**src/design/dmifs_pkg.sv**
```systemverilog
`timescale 1ns / 1ps

package dmifs_pkg;

    // grid and store geometry
    localparam int MAX_WIDTH  = 64;
    localparam int MAX_HEIGHT = 64;
    localparam int COORD_W    = 6;
    localparam int ADDR_W     = 2 * COORD_W;
    localparam int DEPTH      = MAX_WIDTH * MAX_HEIGHT;
    localparam int DIM_W      = 7;

    // datapath widths
    localparam int SCALE_W = 48;
    localparam int MAG_W   = 16;
    localparam int VEC_W   = 3 * MAG_W;
    localparam int DIFF_W  = MAG_W + 1;
    localparam int MS_W    = 22;
    localparam int FIELD_W = 32;
    localparam int HALF_W  = SCALE_W / 2;
    localparam int PP_W    = HALF_W + MAG_W;
    localparam int ACC_W   = 66;
    localparam int NUM_W   = ACC_W - 1 - 15;
    localparam int CFG_IDX_W = 3;

    // sequencing
    localparam int CNT_W       = 6;
    localparam int NUM_READS   = 5;
    localparam int NUM_MUL_OPS = 8;
    localparam int DIV_STEPS   = FIELD_W;
    localparam int NUM_LANES   = 3;

    localparam logic REQ_LOAD    = 1'b0;
    localparam logic REQ_COMPUTE = 1'b1;

    typedef enum logic [CFG_IDX_W-1:0] {
        CFG_SCALE_X     = 3'd0,
        CFG_SCALE_Y     = 3'd1,
        CFG_PERIODIC    = 3'd2,
        CFG_WIDTH_USED  = 3'd3,
        CFG_HEIGHT_USED = 3'd4
    } cfg_idx_t;

    typedef enum logic [2:0] {
        NB_CENTER = 3'd0,
        NB_UP     = 3'd1,
        NB_DOWN   = 3'd2,
        NB_LEFT   = 3'd3,
        NB_RIGHT  = 3'd4
    } nb_t;

    typedef enum logic [2:0] {
        ST_IDLE,
        ST_CHECK,
        ST_READ,
        ST_MULT,
        ST_DIVINIT,
        ST_DIV,
        ST_FINISH
    } state_t;

    typedef enum logic [1:0] {
        OUT_FIELD,
        OUT_ERROR,
        OUT_ZERO
    } out_kind_t;

    typedef struct packed {
        logic                     req_type;
        logic [COORD_W-1:0]       cell_x;
        logic [COORD_W-1:0]       cell_y;
        logic signed [MAG_W-1:0]  mag_x;
        logic signed [MAG_W-1:0]  mag_y;
        logic signed [MAG_W-1:0]  mag_z;
        logic [MS_W-1:0]          sat_mag;
    } req_t;

    typedef struct packed {
        logic signed [FIELD_W-1:0] field_x;
        logic signed [FIELD_W-1:0] field_y;
        logic signed [FIELD_W-1:0] field_z;
        logic                      saturated;
        logic                      coord_error;
    } rsp_t;

    typedef struct packed {
        logic      load_wr;
        logic      latch;
        logic      acc_clr;
        logic      rd_en;
        nb_t       rd_idx;
        logic      cap_en;
        nb_t       cap_idx;
        logic      mul_en;
        logic [2:0] mul_op;
        logic      div_init;
        logic      div_step;
        logic      out_load;
        out_kind_t out_kind;
    } cmd_t;

    typedef struct packed {
        logic coord_err;
        logic ms_zero;
    } sts_t;

endpackage

```
**src/design/dmifs_ctrl.sv**
```systemverilog
`timescale 1ns / 1ps

module dmifs_ctrl import dmifs_pkg::*; (
    input  logic clk,
    input  logic rst_n,
    input  logic req_valid,
    output logic req_ready,
    input  logic req_type,
    output logic rsp_valid,
    input  logic rsp_ready,
    input  sts_t sts,
    output cmd_t cmd
);

    state_t            state_reg, state_next;
    logic [CNT_W-1:0]  cnt_reg, cnt_next;
    out_kind_t         kind_reg, kind_next;
    logic              rsp_valid_reg, rsp_valid_next;
    logic              slot_free;

    assign slot_free = !rsp_valid_reg || rsp_ready;

    // next state
    always_comb
    begin
        state_next = state_reg;
        cnt_next   = cnt_reg;
        kind_next  = kind_reg;
        case (state_reg)
            ST_IDLE:
            begin
                if (req_valid && req_type == REQ_COMPUTE)
                begin
                    state_next = ST_CHECK;
                end
            end
            ST_CHECK:
            begin
                cnt_next = '0;
                if (sts.coord_err)
                begin
                    state_next = ST_FINISH;
                    kind_next  = OUT_ERROR;
                end
                else
                begin
                    state_next = ST_READ;
                end
            end
            ST_READ:
            begin
                if (cnt_reg == CNT_W'(NUM_READS))
                begin
                    cnt_next = '0;
                    if (sts.ms_zero)
                    begin
                        state_next = ST_FINISH;
                        kind_next  = OUT_ZERO;
                    end
                    else
                    begin
                        state_next = ST_MULT;
                    end
                end
                else
                begin
                    cnt_next = cnt_reg + 1'b1;
                end
            end
            ST_MULT:
            begin
                if (cnt_reg == CNT_W'(NUM_MUL_OPS))
                begin
                    state_next = ST_DIVINIT;
                end
                else
                begin
                    cnt_next = cnt_reg + 1'b1;
                end
            end
            ST_DIVINIT:
            begin
                cnt_next   = '0;
                state_next = ST_DIV;
            end
            ST_DIV:
            begin
                if (cnt_reg == CNT_W'(DIV_STEPS - 1))
                begin
                    state_next = ST_FINISH;
                    kind_next  = OUT_FIELD;
                end
                else
                begin
                    cnt_next = cnt_reg + 1'b1;
                end
            end
            ST_FINISH:
            begin
                if (slot_free)
                begin
                    state_next = ST_IDLE;
                end
            end
            default:
            begin
                state_next = ST_IDLE;
            end
        endcase
    end

    // commands to the datapath
    always_comb
    begin
        cmd          = '0;
        cmd.rd_idx   = nb_t'(cnt_reg[2:0]);
        cmd.cap_idx  = nb_t'(cnt_reg[2:0] - 3'd1);
        cmd.mul_op   = cnt_reg[2:0];
        cmd.out_kind = kind_reg;
        req_ready    = 1'b0;
        case (state_reg)
            ST_IDLE:
            begin
                req_ready    = 1'b1;
                cmd.load_wr  = req_valid && req_type == REQ_LOAD;
                cmd.latch    = req_valid && req_type == REQ_COMPUTE;
            end
            ST_CHECK:
            begin
                cmd.acc_clr = 1'b1;
            end
            ST_READ:
            begin
                cmd.rd_en  = cnt_reg < CNT_W'(NUM_READS);
                cmd.cap_en = cnt_reg != '0;
            end
            ST_MULT:
            begin
                cmd.mul_en = cnt_reg < CNT_W'(NUM_MUL_OPS);
            end
            ST_DIVINIT:
            begin
                cmd.div_init = 1'b1;
            end
            ST_DIV:
            begin
                cmd.div_step = 1'b1;
            end
            ST_FINISH:
            begin
                cmd.out_load = slot_free;
            end
            default:
            begin
                req_ready = 1'b0;
            end
        endcase
    end

    // output slot occupancy
    always_comb
    begin
        rsp_valid_next = rsp_valid_reg;
        if (cmd.out_load)
        begin
            rsp_valid_next = 1'b1;
        end
        else if (rsp_ready)
        begin
            rsp_valid_next = 1'b0;
        end
    end

    assign rsp_valid = rsp_valid_reg;

    always_ff @(posedge clk or negedge rst_n)
    begin
        if (!rst_n)
        begin
            state_reg     <= ST_IDLE;
            cnt_reg       <= '0;
            kind_reg      <= OUT_FIELD;
            rsp_valid_reg <= 1'b0;
        end
        else
        begin
            state_reg     <= state_next;
            cnt_reg       <= cnt_next;
            kind_reg      <= kind_next;
            rsp_valid_reg <= rsp_valid_next;
        end
    end

    // a compute transaction always starts with the grid check
    assert property (@(posedge clk) disable iff (!rst_n)
        cmd.latch |=> state_reg == ST_CHECK)
        else $error("compute transaction did not enter check");

    // a result never overwrites one still waiting
    assert property (@(posedge clk) disable iff (!rst_n)
        cmd.out_load |-> (!rsp_valid_reg || rsp_ready))
        else $error("result slot overwritten");

    // the last divider step leads to a field result
    assert property (@(posedge clk) disable iff (!rst_n)
        (state_reg == ST_DIV && cnt_reg == CNT_W'(DIV_STEPS - 1))
        |=> (state_reg == ST_FINISH && kind_reg == OUT_FIELD))
        else $error("divide sequence did not end in a field result");

    // a loaded result is shown in the next cycle
    assert property (@(posedge clk) disable iff (!rst_n)
        cmd.out_load |=> (rsp_valid && state_reg == ST_IDLE))
        else $error("result not presented after load");

endmodule

```
**config.mk**
```make
export PLATFORM = sky130hd
export DESIGN_NAME = dmifs_ctrl
export DESIGN_NICKNAME = d
export VERILOG_FILES = /design/src/design/dmifs_pkg.sv /design/src/design/dmifs_ctrl.sv
export SDC_FILE = /design/constraint.sdc
export NUM_CORES = 1
export LEC_CHECK = 0
export BUFFER_PORTS_ARGS = -buffer_cell sky130_fd_sc_hd__buf_2
export CAP_MARGIN = 20
export CORE_MARGIN = 5
export CORE_UTILIZATION = 40
export DETAILED_ROUTE_END_ITERATION = 10
export GPL_TIMING_DRIVEN = 0
export MAX_ROUTING_LAYER = met4
export SLEW_MARGIN = 20
export SYNTH_ARGS = -nofsm -noshare
export SYNTH_HDL_FRONTEND = slang
export SYNTH_SLANG_ARGS = --single-unit
```
**constraint.sdc**
```tcl
create_clock -name clk -period 2.5 [get_ports clk]
set_input_delay 0.5 -clock clk [delete_from_list [all_inputs] [get_ports clk]]
set_output_delay 0.5 -clock clk [all_outputs]
set_load 0.005 [all_outputs]
```
# After elaboration in Yosys (flattened, before gate mapping)
# Cells that the tools add are included.
# word_totals
word_cells,68
input_bits,7
out_inout_bits,22
register_bits,12
# op_classes
mux,28
bitwise_logic,1
add_sub_neg,2
n_eq_ne,18
reduce_logical,13
order_cmp,2
# op_table
cell,count
case mux 6 bit (4 select lines),1
two-way mux 3 bit,7
case mux 3 bit (7 select lines),1
two-way mux 6 bit,3
"!= test 2 bit, second input constant",9
two-way mux 1 bit,10
two-way mux 2 bit,5
AND reduction 5 bit,2
"== test 3 bit, second input constant",3
"adder 6 x 1 -> 6 bit, second input constant",1
"== test 3 x 2 -> 1 bit, second input constant",2
"== test 6 x 3 -> 1 bit, second input constant",1
"== test 6 x 4 -> 1 bit, second input constant",1
"== test 6 x 5 -> 1 bit, second input constant",1
"less-than comparator 6 x 3 -> 1 bit, second input constant",1
"less-than comparator 6 x 4 -> 1 bit, second input constant",1
case mux 2 bit (3 select lines),1
nonzero test 6 bit,1
nonzero test 4 bit,1
"== test 3 x 1 -> 1 bit, second input constant",1
logical NOT 3 bit,1
AND reduction 3 bit,1
nonzero test 3 bit,1
"subtractor 3 x 1 -> 3 bit, second input constant",1
other kinds (6),7

# Longest topological paths before layout
# logic_depth
ltp_word,4
mapped_depth,7
mapped_depth_nobuf,7

# Least setup slack after synthesis
# No wires, ideal clock.
# synth_timing
path_kind,flip-flop to flip-flop
startpoint,register cnt_reg[0]
endpoint,register state_reg[2]
arrival_time_ns,1.677
path_slack_ns,0.695
period_less_slack_ns,1.805
n_path_buf,0
stages_incl_launch_ff,8
setup_ns,0.128
t_required_ns,2.372
path_cell_list,dfrtp_1 -> inv_1 -> ha_1 -> nor4b_2 -> nand2_1 -> a31oi_1 -> nand3b_1 -> mux2_1
# synth_via
elab_chain_len,3
word_cells_on_any_way,7
classes_between,eq/ne: 6; reduce/logical: 1
# synth_lines
element,line_no,source
from (decl),dmifs_ctrl.sv:16,"logic [CNT_W-1:0] cnt_reg, cnt_next;"
from (signal assigned),dmifs_ctrl.sv:188,cnt_reg <= cnt_next;
"== test 6 x 5 -> 1 bit, or another cell as far along",dmifs_ctrl.sv:88,if (cnt_reg == CNT_W'(DIV_STEPS - 1))
!= test 2 bit (no line),n/a,
AND reduction 5 bit (no line) *,n/a,
to (signal assigned),dmifs_ctrl.sv:187,state_reg <= state_next;
to (decl),dmifs_ctrl.sv:15,"state_t state_reg, state_next;"
# Mark *: on every way between the ends. The rest lies on a longest branch, timed or not.
# A chain may end at the register's enable or synchronous reset.

==> metrics <==
Final period util 91.3%; Pwr Density 1350 mW/mm^2; Starting Density 40.8%; H-tree depth 1; FF+latch count, synth 12; clock skew 3.38 ps; Synth cell types 43; GRT Util Overall roughly 14%; syn avg cell area 8.86 um^2; Pleak 0.605 nW; final setup vio count 0; die area 0.00355 mm^2; IO Pins 29; ys async rst share 100%; CTS tree done; Remaining Overflow, GRT 0; clk_lat worst skew 270 ps; Max Clock Freq ~440 MHz; max FFs per register 6; Via-to-Cell Ratio 5.05; Hold WC Path Type input port to async pin; Area Overhead vs Synth 20.4%; peak supply drop around 0.00077 V; fraction of layout cells with a size suffix above 1 38.0%; Initial DRC Count 28; Net Sw Frac 44.3%; IO buf count 28; setup bufs post-CTS 0; largest net degree at the start of global routing 13; TritonCTS buffer count 3; crit path max fanout 10; Clock transition at path regs 70 ps; measured slew at the worst slew-check pin 579 ps; Max Cap Viol 0; post-cts resize count 0; CP cell instances clkbuf_8, nor3b_1, a21boi_0, buf_2; DP Wirelength 1730 um; Clock power frac 7.0%; core area 0.00241 mm^2; cell area after placement ~0.0012 mm^2; Arrival @ worst endpoint 1780 ps; final antenna diode count 0; Fin Setup TNS 0 ps; hold_ws 98.8 ps; post-synth net total 121; Reg power frac 24.2%; Antenna Nets Post-Route 0; P_sw ~710 uW; RSZ-0062 raised after global routing false; Synth Warn # 0; CP Capture Type output pin; P_int 888 uW; cells after synthesis 111; row cnt 18; Fillers 230; sequential-to-total area share from yosys stat between 30% and 40%; CTS max path bufs 2; routed via count 868; Worst slew margin 61.3%; DRC viols 0; Worst path top cell family by delay simple AND/OR/NAND/NOR gates; total clock sinks 12; Root Buffer clkbuf_4; Logic pwr share 68.8%; routability cong. 0.782; Final nets 154; Setup CP Type flop to output pin; Crit path largest cell delay 510 ps; synthesized area 983 um^2; router iterations before antenna repair 4; initial antenna violation count 0; slowest stage cell, crit path nor3b_1; vias in the first global route 842; Non-Filler Cell Area, Final 0.00118 mm^2; drt total wl 2190 um; Worst EP required 2000 ps; outcome finished, final reports clean; Die Y-Extent ~60 um; chip width 59.6 um; Critical path buffers and inverters 2; hold buffers post-CTS 0; final hold violation count 0; Most used DFF post-synth dfrtp_1; EDFF count, synth 0; minimum clock period 2280 ps; WL/cell around 13 um; Startpoint Class flop; Final Max Slew Viols 0; global-route wire length before repair around 3700 um
-- kinds of logic after synthesis --
logic type	Yosys count	share of synthesized area [%]
flops	12	30.5
fa+ha+maj	3	3.82
xor+xnor	2	1.78
buf+inv	20	13.2
mux	4	4.33
compound gates	24	19.2
simple gates	46	27.1
-- layer usage --
layer	global-route usage (%)	wire, um	vias to the layer above
met5	-	0	-
met4	1.90	12	0
met3	5.01	136	2
met2	23.1	1080	16
met1	16.4	968	402
li1	-	-	448
-- cells in the mapped netlist (all sizes together) (2+ instances only) --
cell type  instances  share of area (%)
nor2              10                4.1
nand2b             2                1.3
mux2i              2                2.0
o21bai             3                2.3
nand3              4                3.8
a22o               3                3.1
mux2               2                2.3
a21oi              4                2.0
nor2b              2                1.3
and3               3                1.9
dfrtp             12                 31
nand2             12                4.6
inv                7                2.7
nand3b             3                2.3
nor3b              3                2.3
nor3               2                1.0
buf                9                6.9
o21ai              4                2.0
clkbuf             4                3.7
ha                 3                3.8
-- power by group through the flow --
stage,registers [mW],clock network (mW),logic [mW]
2_1_floorplan,0.363,0,0.828
3_3_place_gp,0.379,0,1.09
3_5_place_dp,0.386,0,1.10
4_1_cts,0.384,0.119,1.11
5_1_grt,0.400,0.127,1.24
6_report,0.386,0.112,1.10
-- cell type report --
| type | count | area (um^2) | share of cell area [%] |
|---|---|---|---|
| well taps | 30 | 37.5 | 3.17 |
| repair buffers | 28 | 140 | 11.8 |
| inverters | 7 | 26.3 | 2.22 |
| multi-input cells | 79 | 553 | 46.7 |
| flip-flops and latches | 12 | 300 | 25.4 |
| plain buffers | 13 | 104 | 8.77 |
| clock buffers | 3 | 22.5 | 1.90 |
-- worst reg2reg max path: stages (launching register included) --
cell,delay (ps)
dfrtp_1,440
inv_1,130
ha_1,210
nor4b_2,310
nand2_1,90
a31oi_1,220
nand3b_1,150
mux2_1,330
-- through the flow --
step           setup WS [ps]  std cells  power, mW  util [%]
3_3_place_gp             521        169       1.47      48.2
4_1_cts                  207        172       1.61      49.1
3_5_place_dp             496        169       1.49      48.2
6_report                 218        172       1.59      49.1
2_1_floorplan            695        111       1.19         -
5_1_grt                 63.0        172       1.76      49.1
-- path summary, 6_finish.rpt --
| check | endpoint | startpoint | slack (ps) | cells past startpoint |
|---|---|---|---|---|
| max | cmd[12] | state_reg[0]$_DFFE_PN0P_ | 220 | 4 |
| min | cnt_reg[1]$_DFFE_PN0P_ | rst_n | 100 | 1 |
| max reg2reg | state_reg[2]$_DFFE_PN0P_ | cnt_reg[0]$_DFFE_PN0P_ | 490 | 7 |
| min reg2reg | kind_reg[1]$_DFFE_PN0P_ | kind_reg[1]$_DFFE_PN0P_ | 500 | 1 |
| max in group asynchronous | state_reg[2]$_DFFE_PN0P_ | rst_n | 2190 | 1 |
| min in group clk | kind_reg[0]$_DFFE_PN0P_ | sts[1] | 500 | 3 |
-- cell usage in the layout, fill, tap and decap left out, types with 2 or more instances in the layout --
| master | instances |
|---|---|
| a21oi_1 | 4 |
| a22o_2 | 3 |
| and3_1 | 3 |
| buf_2 | 28 |
| buf_4 | 9 |
| clkbuf_4 | 3 |
| clkbuf_8 | 2 |
| dfrtp_1 | 12 |
| ha_1 | 3 |
| inv_1 | 7 |
| mux2i_1 | 2 |
| nand2_1 | 12 |
| nand2b_1 | 2 |
| nand3_1 | 2 |
| nand3b_1 | 3 |
| nor2_1 | 9 |
| nor2b_1 | 2 |
| nor3_1 | 2 |
| nor3b_1 | 3 |
| o21ai_0 | 4 |
| o21bai_1 | 3 |
Note: power is estimated with default switching activity, not from simulation.
